--- src/sv/stereo_chorus_modulated_delay_defines.svh ---
// ----------------------------------------------------------------------------
// Stereo chorus assertion macros
// Shared assertion macros for the chorus modules. Both expect clk and arst_n.
// ----------------------------------------------------------------------------
`ifndef STEREO_CHORUS_MODULATED_DELAY_DEFINES_SVH
`define STEREO_CHORUS_MODULATED_DELAY_DEFINES_SVH
`ifndef SYNTHESIS
`define SCMD_ASSERT_SAME(lbl, ante, cons) \
	lbl: assert property (@(posedge clk) disable iff (!arst_n) (ante) |-> (cons)) \
		else $error("scmd: same-cycle check failed");
`define SCMD_ASSERT_NEXT(lbl, ante, cons) \
	lbl: assert property (@(posedge clk) disable iff (!arst_n) (ante) |=> (cons)) \
		else $error("scmd: next-cycle check failed");
`else
`define SCMD_ASSERT_SAME(lbl, ante, cons)
`define SCMD_ASSERT_NEXT(lbl, ante, cons)
`endif
`endif

--- src/sv/scmd_pkg.sv ---
// ----------------------------------------------------------------------------
// Stereo chorus package
// Sizes, voice constants, sine table builder and controller interface types.
// ----------------------------------------------------------------------------
`default_nettype none

package scmd_pkg;

	localparam int DELAY_DEPTH = 1024;
	localparam int DLY_AW = $clog2(DELAY_DEPTH);
	localparam int POS_W = DLY_AW + 16;
	localparam int SINE_DEPTH = 1024;
	localparam int SIN_AW = $clog2(SINE_DEPTH);
	localparam int NUM_VOICES = 6;
	localparam int NUM_TAPS = 3;
	localparam int MID_TAP = 1;
	localparam int VOICE_W = 3;
	localparam int GAIN_W = 24;
	localparam logic [GAIN_W-1:0] GAIN_TOP = '1;

	localparam logic [15:0] RST_VG_START = 16'd0;
	localparam logic [15:0] RST_VG_STEP = 16'd0;
	localparam logic [15:0] RST_MG_START = 16'd16384;
	localparam logic [15:0] RST_MG_STEP = 16'd0;
	localparam logic [15:0] RST_TAP_RANGE = 16'd41779;
	localparam logic [15:0] RST_PHASE_STEP = 16'd1;
	localparam logic [3:0] RST_BLOCK_SHIFT = 4'd6;
	localparam logic [3:0] MAX_BLOCK_SHIFT = 4'd8;

	// Delay multiples of the swing (Q2.12), left voices then right voices.
	localparam logic [13:0] VOICE_DELAY [NUM_VOICES] = '{
		14'd6185, 14'd8602, 14'd13722, 14'd6021, 14'd8806, 14'd13312
	};
	// LFO phase offsets in 1/65536 turn.
	localparam logic [15:0] VOICE_PHASE [NUM_VOICES] = '{
		16'd0, 16'd21904, 16'd43808, 16'd33377, 16'd55281, 16'd10430
	};

	typedef enum logic [2:0] {
		REG_VG_START    = 3'd0,
		REG_VG_STEP     = 3'd1,
		REG_MG_START    = 3'd2,
		REG_MG_STEP     = 3'd3,
		REG_TAP_RANGE   = 3'd4,
		REG_PHASE_STEP  = 3'd5,
		REG_BLOCK_SHIFT = 3'd6
	} cfg_reg_t;

	typedef logic signed [15:0] sine_rom_t [SINE_DEPTH];

	typedef struct packed {
		logic                accept;
		logic                reload;
		logic                clear_wr;
		logic                rom_p1;
		logic                s0_cap;
		logic                blk_mul;
		logic                blk_wr;
		logic                blk_last;
		logic                tap_a;
		logic                tap_b;
		logic                tap_m;
		logic                tap_s;
		logic                mem_wr;
		logic                mix_y;
		logic                mix_m;
		logic                done;
		logic [VOICE_W-1:0]  idx;
	} cmd_t;

	typedef struct packed {
		logic clr_done;
		logic blk_zero;
		logic out_busy;
	} sts_t;

	// Quarter-wave odd polynomial, mirrored and negated over the full turn.
	function automatic sine_rom_t build_sine();
		sine_rom_t tab;
		int u;
		int q;
		int r;
		int t;
		int t2;
		int w;
		int y;
		for (int i = 0; i < SINE_DEPTH; i++) begin
			u = ((i * 65536) / SINE_DEPTH) & 16'hFFFF;
			q = u >> 14;
			r = u & 16'h3FFF;
			t = ((q & 1) != 0) ? (16384 - r) : r;
			t2 = (t * t) >> 14;
			w = ((21167 - ((2611 * t2) >> 14)) * t2) >> 14;
			y = ((51472 - w) * t) >> 14;
			if (y > 32767) begin
				y = 32767;
			end
			if ((q & 2) != 0) begin
				y = -y;
			end
			tab[i] = 16'(y);
		end
		return tab;
	endfunction

endpackage

`default_nettype wire

--- src/sv/scmd_ctrl.sv ---
// ----------------------------------------------------------------------------
// Stereo chorus controller
// Sequences memory clearing, block starts, tap reads, mixing and output.
// ----------------------------------------------------------------------------
`default_nettype none
`include "stereo_chorus_modulated_delay_defines.svh"

module scmd_ctrl (
	input  wire logic           clk,
	input  wire logic           arst_n,
	input  wire logic           s_tvalid,
	input  wire logic           s_tuser,
	output logic                s_tready,
	input  scmd_pkg::sts_t      sts,
	output scmd_pkg::cmd_t      cmd
);

	typedef enum logic [14:0] {
		ST_CLEAR = 15'h0001,
		ST_IDLE  = 15'h0002,
		ST_BSA   = 15'h0004,
		ST_BSB   = 15'h0008,
		ST_BMUL  = 15'h0010,
		ST_BWR   = 15'h0020,
		ST_TA    = 15'h0040,
		ST_TB    = 15'h0080,
		ST_TM    = 15'h0100,
		ST_TS    = 15'h0200,
		ST_WR    = 15'h0400,
		ST_MY    = 15'h0800,
		ST_MM    = 15'h1000,
		ST_DONE  = 15'h2000,
		ST_SPARE = 15'h4000
	} state_t;

	state_t state_q, state_d;
	logic [scmd_pkg::VOICE_W-1:0] idx_q, idx_d;

	assign s_tready = (state_q == ST_IDLE);

	always_comb begin
		state_d = state_q;
		idx_d = idx_q;
		cmd = '0;
		cmd.idx = idx_q;
		unique case (state_q)
			ST_CLEAR: begin
				cmd.clear_wr = 1'b1;
				if (sts.clr_done) begin
					state_d = ST_IDLE;
				end
			end
			ST_IDLE: begin
				if (s_tvalid) begin
					cmd.accept = 1'b1;
					if (s_tuser) begin
						cmd.reload = 1'b1;
					end else begin
						idx_d = '0;
						state_d = sts.blk_zero ? ST_BSA : ST_TA;
					end
				end
			end
			ST_BSA: begin
				state_d = ST_BSB;
			end
			ST_BSB: begin
				cmd.rom_p1 = 1'b1;
				cmd.s0_cap = 1'b1;
				state_d = ST_BMUL;
			end
			ST_BMUL: begin
				cmd.blk_mul = 1'b1;
				state_d = ST_BWR;
			end
			ST_BWR: begin
				cmd.blk_wr = 1'b1;
				if (idx_q == scmd_pkg::VOICE_W'(scmd_pkg::NUM_VOICES - 1)) begin
					cmd.blk_last = 1'b1;
					idx_d = '0;
					state_d = ST_TA;
				end else begin
					idx_d = idx_q + 1'b1;
					state_d = ST_BSA;
				end
			end
			ST_TA: begin
				cmd.tap_a = 1'b1;
				state_d = ST_TB;
			end
			ST_TB: begin
				cmd.tap_b = 1'b1;
				state_d = ST_TM;
			end
			ST_TM: begin
				cmd.tap_m = 1'b1;
				state_d = ST_TS;
			end
			ST_TS: begin
				cmd.tap_s = 1'b1;
				if (idx_q == scmd_pkg::VOICE_W'(scmd_pkg::NUM_TAPS - 1)) begin
					idx_d = '0;
					state_d = ST_WR;
				end else begin
					idx_d = idx_q + 1'b1;
					state_d = ST_TA;
				end
			end
			ST_WR: begin
				cmd.mem_wr = 1'b1;
				state_d = ST_MY;
			end
			ST_MY: begin
				cmd.mix_y = 1'b1;
				state_d = ST_MM;
			end
			ST_MM: begin
				cmd.mix_m = 1'b1;
				state_d = ST_DONE;
			end
			ST_DONE: begin
				if (!sts.out_busy) begin
					cmd.done = 1'b1;
					state_d = ST_IDLE;
				end
			end
			default: begin
				state_d = ST_IDLE;
			end
		endcase
	end

	always_ff @(posedge clk or negedge arst_n) begin
		if (!arst_n) begin
			state_q <= ST_CLEAR;
			idx_q <= '0;
		end else begin
			state_q <= state_d;
			idx_q <= idx_d;
		end
	end

	`SCMD_ASSERT_NEXT(a_taps_to_write, (state_q == ST_TS) && (idx_q == 3'd2), state_q == ST_WR)
	`SCMD_ASSERT_NEXT(a_block_start, cmd.accept && !s_tuser && sts.blk_zero, state_q == ST_BSA)

endmodule

`default_nettype wire

--- config.mk ---
export PLATFORM = sky130hd
export DESIGN_NAME = scmd_ctrl
export DESIGN_NICKNAME = d
export VERILOG_FILES = /design/src/sv/scmd_pkg.sv /design/src/sv/scmd_ctrl.sv
export VERILOG_INCLUDE_DIRS = /design/src /design/src/sv
export SDC_FILE = /design/constraint.sdc
export NUM_CORES = 1
export LEC_CHECK = 0
export BUFFER_PORTS_ARGS = -buffer_cell sky130_fd_sc_hd__buf_2
export CAP_MARGIN = 20
export CELL_PAD_IN_SITES_DETAIL_PLACEMENT = 1
export CELL_PAD_IN_SITES_GLOBAL_PLACEMENT = 2
export CORE_ASPECT_RATIO = 0.75
export CORE_MARGIN = 2
export CORE_UTILIZATION = 31
export CTS_BUF_LIST = sky130_fd_sc_hd__clkbuf_16
export DETAILED_ROUTE_END_ITERATION = 8
export PLACE_DENSITY = 0.89
export SLEW_MARGIN = 30
export SYNTH_ARGS = -nofsm -noshare
export SYNTH_HDL_FRONTEND = slang
export SYNTH_SLANG_ARGS = --single-unit
--- constraint.sdc ---
create_clock -name clk -period 2.6 [get_ports clk]
set_input_delay 0.26 -clock clk [delete_from_list [all_inputs] [get_ports clk]]
set_output_delay 0.26 -clock clk [all_outputs]
set_load 0.005 [all_outputs]
==> run summary, run 1 <==
Status: complete, no violations
Clk root buf: clkbuf_16
Worst Slack Setup Final: 212 ps
Num CTS Buffers: 3
Largest cells by area after synthesis: dfrtp_1, nor3b_1, nand3_1, nand2_1, nor2_1
Vias in the first global route: 1,143
YS warnings: 0
Max_slew headroom: 63.6%
DR vias: 1,168
Pre-CTS setup slack: 513 ps
R2r startpoint: state_q[8]
Final Hold Viols: 0
Area growth, synth to finish: 19.8%
Worst-path clk slew: 50 ps
Period utilization: 91.8%
Port Buffer Count: 26
Syn nets: 149
Iteration-0 DRC Markers: 77
Fmax: 419 MHz
Initial Util: 32.5%
Vias per inst: 5.46
Hold endpoint: state_q[0]
Tightest Pin Transition: 539 ps
Type of origin of the critical path: flip-flop
CP endpoint kind: output pin
Die Y: 57.9 um
Final net count: 170
Wirelength per Cell: 16.4 um
Critical path class: reg -> out
DR DRC count: 0
Max Clock Skew: 3.58 ps
Reg2reg end: state_q[8]
Total power: 1.24 mW
IO Pins: 27
Register area share after synthesis: 35.6%
Yosys cell types: 39
DIE AREA: 4390 um2
Clock Sinks: 17
Final setup viols: 0
Hold Path Class: in -> reg
Worst R2R Path Depth: 3
First-pass iteration count of the detailed router: 4
Synth top area share: 33.4%
Top delay family on crit path: simple AND/OR/NAND/NOR gates
Largest area contributor in the netlist: dfrtp_1
Mapped Area: 1200 um2
Final estimated routing congestion in global placement: 0.807
Core Rows: 19
Final ANT Viol Nets: 0
FF+latch count, synth: 17
Final wirelength: 3520 um
PostCTS Resize Cnt: 0
Max-Cap Viols: 0
Core ar.: 3680 um2
Layout cells sized above 1: 25.3%
Crit-path cells: nor4_4 > nand3_1 > nor4bb_1 > buf_2
Setup TNS: 0 ps
Chip width: 75.8 um
Global route overflow: 0
Tot GR Track Use: 17.4%
RSZ-0062 raised after global routing: no
CTS tree: built
Max incr delay on CP: 570 ps
Syn Area/Cell: 8.44 um2
CP max stage cell: nor4_4
Fin. max-slew vios: 0
Worst Hold Path Cells: 4
Largest net degree at the start of global routing: 18
Min-delay src: sts[2]
CP max FO: 9
Initial antenna violation count: 0
Worst Path Required: 2340 ps
Final instance area: 1440 um2
Skew-Pair Late Insertion Delay: 250 ps
Worst vdd ir: 0.252 mV
Post-layout min period: 2390 ps
Diode count: 0
First-pass GRT wire length: 5660 um
Crit path buf inv count: 1
Static leakage: 0.670 nW
HPWL Detailed: 2610 um
Power Density: 866 nW/um2
Max clock buf depth: 2
Cells after Synth: 142
Placed cell area: 1350 um2
Arrival @ worst endpoint: 2130 ps
Final core utilization: 39.0%
# H-tree levels: 1
Setup slack, reg-to-reg: 500 ps
metal layers:
layer / part of all wire (%) / GRT usage (%) / wire [um]
met5: 0 / 0 / 0
met4: 0.82 / 3.76 / 29
met1: 46 / 23.6 / 1630
met3: 3.7 / 3.83 / 131
met2: 49 / 28.3 / 1730
layout by cell type, fill, tap and decap left out, types with 2 or more instances in the layout:
cell type,n
a21oi_1,3
a22oi_1,2
buf_2,26
buf_4,3
clkbuf_16,3
dfrtp_1,16
inv_1,6
nand2_1,12
nand3_1,11
nand4_1,6
nor2_1,12
nor2b_1,4
nor3_1,5
nor3b_1,10
nor4_1,4
nor4_4,2
nor4b_1,5
nor4bb_1,4
o21ai_0,7
xnor2_1,2
xor2_1,2
state kept, by name, indices dropped and copies added, names as in the netlist:
register,flops
state_q,14
idx_q,3
repair_timing:
item | in CTS | in global routing
hold endpoints to repair | 16 | 0
hold buffers | 1 | 0
buffers inserted | 0 | 0
area by class of cell:
cell class | instances | area (um2)
inverters | 6 | 22.5
well taps | 52 | 65.1
clock inverters | 1 | 3.75
repair buffers | 30 | 163
clock buffers | 3 | 75.1
flip-flops and latches | 17 | 427
fillers | 468 | 2250
multi-input cells | 105 | 681
stage by stage:
step,std cells,hold WS (ps)
CTS,214,236
detailed placement,209,218
floorplan,142,-35.6
global route,214,258
finish,214,232
global placement,209,213
cells by family (layout without fill, tap and decap cells):
group | count (synthesis) | after routing | share of synthesized area [%]
and+or+nand+nor | 80 | 80 | 42.1
AOI/OAI and AO/OA | 21 | 21 | 11.8
DFF | 17 | 17 | 35.6
buffers and inverters | 20 | 40 | 7.62
xor gates and xnor gates | 4 | 4 | 2.92
worst max path at each step:
stage | end | slack (ps) | depth (start not counted) | startpoint
2_1_floorplan | cmd[15] | 700 | 5 | state_q[8]
3_3_place_gp | cmd[13] | 550 | 4 | state_q[8]
3_5_place_dp | cmd[10] | 510 | 4 | state_q[8]
4_1_cts | cmd[10] | 240 | 4 | state_q[8]
5_1_grt | cmd[10] | 80 | 4 | state_q[9]
6_report | cmd[10] | 210 | 4 | state_q[8]
power breakdown:
part | leakage (nW) | internal, mW | total (mW) | switching (mW)
logic | 0.399 | 0.232 | 0.556 | 0.324
clock network | 0.0423 | 0.204 | 0.307 | 0.102
registers | 0.229 | 0.301 | 0.381 | 0.0797
worst min-delay path, delay by kind of cell:
family / cells / cell delay, ps
AND/OR/NAND/NOR: 3 / 140
buffers and inverters: 1 / 80
cell usage after synthesis:
cell and number:
dfrtp_1 16, clkbuf_1 8, nor4_1 4, buf_6 1, xor2_1 2, or4_1 1, nand2_1 12, o22ai_1 1
buf_4 1, nor3_1 5, and3_1 1, nand3_1 11, nor4b_2 1, o211ai_1 1, dfstp_2 1, nor4bb_1 4
nor3b_1 10, buf_2 3, o21bai_1 1, o21ba_2 1, o21ai_0 7, and2_1 1, o211ai_2 1, inv_2 1
nand4_1 6, nor2b_1 4, a2111oi_0 1, nor4_4 2, nor2_1 12, nor4b_1 5, xnor2_1 2, a22oi_1 2
or4b_2 1, a211o_1 1, a31o_2 1, inv_1 5, a21oi_1 3, clkbuf_2 1, a31oi_1 1
Power figures use the tool's default switching activity.
==> run 2, diff against run 1 <==
Settings changed: CORE_MARGIN 2 to unset, SKIP_LAST_GASP set to 1.
Clock period 2.6 ns to 2.7 ns, I/O delays scaled along.
==> run summary, run 2 (synthesis results as in run 1) <==
Status: complete, no violations (unchanged)
Critical path class: reg -> out (unchanged)
Core ar.: 3680 um2 (unchanged)
Arrival @ worst endpoint: 2180 ps (was 2130 ps)
Wirelength per Cell: 16.6 um (was 16.4 um)
CTS tree: built (unchanged)
Post-layout min period: 2450 ps
Final Hold Viols: 0 (unchanged)
Final estimated routing congestion in global placement: 0.795 (was 0.807)
Pre-CTS setup slack: 471 ps (was 513 ps)
Combinational power share: 44.8% (was 44.7%)
Clk root buf: clkbuf_16 (unchanged)
Switching share of power: 40.5% (was 40.7%)
CP max FO: 9 (unchanged)
Max-Cap Viols: 0 (unchanged)
Vias per inst: 5.42 (was 5.46)
Worst Path Required: 2430 ps (was 2340 ps)
Largest net degree at the start of global routing: 18 (unchanged)
Initial antenna violation count: 0 (unchanged)
DR vias: 1,155 (was 1,168)
Reg2reg end: state_q[1] (was state_q[8])
Placed cells: 208 (was 209)
Clock network power share: 24.8% (was 24.7%)
Most common cell after layout, fill and taps aside: buf_2 (unchanged)
Post-CTS Setup Bufs: 0 (unchanged)
FILL cells: 448 (was 468)
Iteration-0 DRC Markers: 78 (was 77)
Worst vdd ir: 0.256 mV (was 0.252 mV)
First-pass GRT wire length: 5810 um (was 5660 um)
R2r startpoint: state_q[5] (was state_q[8])
Hold Path Class: in -> reg (unchanged)
Largest registers: state_q x14, idx_q x3 (unchanged)
Fin. max-slew vios: 0 (unchanged)
Die Y: 55.9 um (was 57.9 um)
Clock Sinks: 17 (unchanged)
Area taken by multi-input logic gates: 681 um2 (unchanged)
Core Rows: 19 (unchanged)
First-pass iteration count of the detailed router: 4 (unchanged)
Setup TNS: 0 ps (unchanged)
Port Buffer Count: 26 (unchanged)
Worst R2R Path Depth: 5 (was 3)
Layout cells sized above 1: 24.8% (was 25.3%)
Int Pwr: 0.715 mW (was 0.737 mW)
Max_slew headroom: 58.7% (was 63.6%)
Static leakage: 0.669 nW (was 0.670 nW)
Diode count: 0 (unchanged)
Critical path endpoint: cmd[10] (unchanged)
Tightest Pin Transition: 615 ps (was 539 ps)
CP startpoint: state_q[8] (unchanged)
HPWL Detailed: 2550 um (was 2610 um)
Cell Count, Final, Fillers Out: 213 (was 214)
Initial Util: 32.5% (unchanged)
Power Density: 834 nW/um2 (was 866 nW/um2)
Area growth, synth to finish: 20.3% (was 19.8%)
Skew-Pair Late Insertion Delay: 250 ps (about the same)
Max reg flops: 14 (unchanged)
Final wirelength: 3540 um (was 3520 um)
Global route overflow: 0 (unchanged)
Most frequent cells in the layout: buf_2, dfrtp_1, nor2_1, nand2_1, nand3_1 (unchanged)
Final hold slack: 259 ps (was 232 ps)
CP endpoint kind: output pin (unchanged)
Largest Register: state_q (unchanged)
Final ANT Viol Nets: 0 (unchanged)
Worst Slack Setup Final: 245 ps (was 212 ps)
Max Clock Skew: 2.43 ps (was 3.58 ps)
DIE AREA: 4120 um2 (was 4390 um2)
IO Pins: 27 (unchanged)
Chip width: 73.8 um (was 75.8 um)
Reg power frac: 30.4% (was 30.6%)
Period utilization: 90.9%
Fmax: 407 MHz
Setup slack, reg-to-reg: 330 ps (was 500 ps)
Final net count: 169 (was 170)
Sequential Area: 427 um2 (unchanged)
P_sw: 0.487 mW (was 0.506 mW)
DR DRC count: 0 (unchanged)
Type of origin of the critical path: flip-flop (unchanged)
Final setup viols: 0 (unchanged)
RSZ-0062 raised after global routing: no (unchanged)
Tot GR Track Use: 18.8% (was 17.4%)
Worst-path clk slew: 50 ps (about the same)
# H-tree levels: 1 (unchanged)
Max clock buf depth: 2 (unchanged)
Num CTS Buffers: 3 (unchanged)
Vias in the first global route: 1,151 (was 1,143)
[run 2: changes by cell type in the layout (fill, tap and decap cells not counted)]
cell / before / now
buf_4: 3 / 1
buf_12: 0 / 1
[run 2: layout make-up]
type / instances / share of cell area (%)
Multi-Input combinational cell: 105 / 47.2
Tap cell: 52 / 4.51
Clock buffer: 3 / 5.21
Timing Repair Buffer: 29 / 11.6
Clock inverter: 1 / 0.260
Inverter: 6 / 1.56
Sequential cell: 17 / 29.6
[run 2: power groups by stage]
stage | clock network [mW] | logic, mW | registers [mW]
6_report | 0.298 | 0.539 | 0.365
5_1_grt | 0.313 | 0.596 | 0.375
4_1_cts | 0.305 | 0.538 | 0.366
3_5_place_dp | 0 | 0.526 | 0.369
3_3_place_gp | 0 | 0.511 | 0.364
2_1_floorplan | 0 | 0.396 | 0.322
[run 2: metal layers]
| layer | vias to the layer above | global-route usage, % | routed length, um |
|---|---|---|---|
| li1 | 559 | - | - |
| met1 | 575 | 26.6 | 1740 |
| met2 | 17 | 28.8 | 1660 |
| met3 | 4 | 3.99 | 104 |
| met4 | 0 | 4.95 | 44 |
| met5 | - | 0 | 0 |
[run 2: how the worst min path moves through the flow]
stage               startpoint         end  slack (ps)  cells past startpoint
finish                  sts[2]  state_q[0]         260                      4
CTS                     sts[2]  state_q[0]         260                      4
global placement        arst_n    idx_q[0]         220                      1
floorplan               arst_n    idx_q[0]         -30                      0
detailed placement      arst_n    idx_q[1]         230                      1
global route            sts[2]  state_q[0]         280                      4
[run 2: per-stage QoR]
stage	total power, mW	utilization, %	instance area, um2
floorplan	0.718	-	1200
global placement	0.875	36.7	1350
detailed placement	0.896	36.7	1350
CTS	1.21	39.1	1440
global route	1.28	39.1	1440
finish	1.20	39.1	1440
[run 2: repair_timing]
action                                 in CTS  in global routing
endpoints found under the hold margin      16                  0
hold buffers                                1                  0
gates resized for setup                     0                  0
[run 2: critical path, stage by stage (launching register included)]
cell      delay (ps)
dfrtp_1          470
nor4_4           600
nand3_1          340
nor4bb_1         360
buf_2            160
==> run 3, diff against run 2 <==
Settings changed: PLACE_DENSITY 0.89 to 0.81.
==> run summary, run 3 (synthesis results as in run 1) <==
Worst-path clk slew: 50 ps (about the same)
IO Pins: 27 (unchanged)
Global route overflow: 0 (unchanged)
Final estimated routing congestion in global placement: 0.785 (was 0.795)
CTS Hold Bufs: 1 (unchanged)
Static leakage: 0.669 nW (unchanged)
Initial antenna violation count: 0 (unchanged)
Fin. max-slew vios: 0 (unchanged)
Highest metal layer with signal wires: met4 (unchanged)
Critical path class: reg -> out (unchanged)
Met3 wire length: 90 um (was 104 um)
Tot GR Track Use: 18.2% (was 18.8%)
Clock network power share: 24.8% (about the same)
RSZ-0062 raised after global routing: no (unchanged)
Clock Sinks: 17 (unchanged)
Largest net degree at the start of global routing: 18 (unchanged)
Die Y: 55.9 um (unchanged)
Final Hold Viols: 0 (unchanged)
Core Rows: 19 (unchanged)
FILL cells: 445 (was 448)
Final setup viols: 0 (unchanged)
Sequential Area: 427 um2 (unchanged)
Clk root buf: clkbuf_16 (unchanged)
Port Buffer Count: 26 (unchanged)
Max clock buf depth: 2 (unchanged)
Most common cell after layout, fill and taps aside: buf_2 (unchanged)
Switching share of power: 39.8% (was 40.5%)
Period utilization: 87.9% (was 90.9%)
HPWL Detailed: 2500 um (was 2550 um)
Iteration-0 DRC Markers: 64 (was 78)
Initial Util: 32.5% (unchanged)
Setup TNS: 0 ps (unchanged)
First-pass iteration count of the detailed router: 4 (unchanged)
First-pass GRT wire length: 5620 um (was 5810 um)
CTS tree: built (unchanged)
Largest Register: state_q (unchanged)
Power Density: 824 nW/um2 (was 834 nW/um2)
Num CTS Buffers: 3 (unchanged)
Vias per inst: 5.43 (was 5.42)
Met2 wire len: 1550 um (was 1660 um)
Layout cells sized above 1: 24.8% (unchanged)
Chip width: 73.8 um (unchanged)
Hold Path Class: in -> reg (unchanged)
Area taken by multi-input logic gates: 681 um2 (unchanged)
DIE AREA: 4120 um2 (unchanged)
Max Clock Skew: 1.93 ps (was 2.43 ps)
Worst Path Required: 2430 ps (about the same)
Core ar.: 3680 um2 (unchanged)
Metal-1 WL: 1650 um (was 1740 um)
Max_slew headroom: 60.2% (was 58.7%)
Post-layout min period: 2370 ps (was 2450 ps)
Tightest Pin Transition: 593 ps (was 615 ps)
Wirelength per Cell: 15.6 um (was 16.6 um)
Vias in the first global route: 1,091 (was 1,151)
Max-Cap Viols: 0 (unchanged)
DR vias: 1,156 (was 1,155)
Largest registers: state_q x14, idx_q x3 (unchanged)
# H-tree levels: 1 (unchanged)
Final ANT Viol Nets: 0 (unchanged)
Max reg flops: 14 (unchanged)
Int Pwr: 0.715 mW (about the same)
Worst vdd ir: 0.235 mV (was 0.256 mV)
Reg power frac: 30.8% (was 30.4%)
Setup slack, reg-to-reg: 510 ps (was 330 ps)
Area growth, synth to finish: 20.3% (unchanged)
Final net count: 169 (unchanged)
Type of origin of the critical path: flip-flop (unchanged)
PostCTS Resize Cnt: 0 (unchanged)
Diode count: 0 (unchanged)
Final core utilization: 39.1% (unchanged)
Skew-Pair Late Insertion Delay: 250 ps (about the same)
Post-CTS Setup Bufs: 0 (unchanged)
P_sw: 0.473 mW (was 0.487 mW)
Most frequent cells in the layout: buf_2, dfrtp_1, nor2_1, nand2_1, nand3_1 (unchanged)
Arrival @ worst endpoint: 2100 ps (was 2180 ps)
DR DRC count: 0 (unchanged)
Final wirelength: 3330 um (was 3540 um)
CP max FO: 9 (unchanged)
Combinational power share: 44.5% (was 44.8%)
Fmax: 421 MHz (was 407 MHz)
CP endpoint kind: output pin (unchanged)
Status: complete, no violations (unchanged)
run 3: cell type report:
class	instances	area share (%)
Clock inverter	1	0.260
Multi-Input combinational cell	105	47.2
Inverter	6	1.56
Sequential cell	17	29.6
Tap cell	52	4.51
Clock buffer	3	5.21
Timing Repair Buffer	29	11.6
run 3: path summary, 6_finish.rpt:
check | startpoint | to | cells after the start
max | state_q[8] | cmd[13] | 4
min | sts[2] | state_q[0] | 4
max reg2reg | state_q[2] | idx_q[2] | 6
min reg2reg | state_q[3] | state_q[3] | 1
max in group asynchronous | arst_n | state_q[0] | 2
min in group asynchronous | arst_n | idx_q[2] | 2
run 3: per-stage QoR:
step	worst slack (ps)	std cells	power [mW]	hold slack (ps)	area, um2
after CTS	310	213	1.20	250	1440
after global placement	562	208	0.880	227	1350
after detailed placement	506	208	0.901	239	1350
after floorplan	787	142	0.718	-25.6	1200
after global routing	101	213	1.28	269	1440
final	326	213	1.19	250	1440
run 3: critical path, cell delays in order (launching register included):
cell,delay [ps]
dfrtp_1,480
nor4_4,570
nand3_1,320
nor4b_1,320
buf_2,160
run 3: power by group through the flow:
| stage | Clock, mW | Combinational [mW] | Sequential (mW) |
|---|---|---|---|
| 2_1_floorplan | 0 | 0.396 | 0.322 |
| 3_3_place_gp | 0 | 0.516 | 0.363 |
| 4_1_cts | 0.305 | 0.534 | 0.366 |
| 5_1_grt | 0.316 | 0.589 | 0.377 |
| 3_5_place_dp | 0 | 0.530 | 0.370 |
| 6_report | 0.294 | 0.528 | 0.366 |
run 3: routing by layer:
metal,track usage [%],vias to the layer above
met5,0,-
met4,5.77,0
met3,3.80,4
met2,26.2,18
met1,26.9,581
li1,-,553
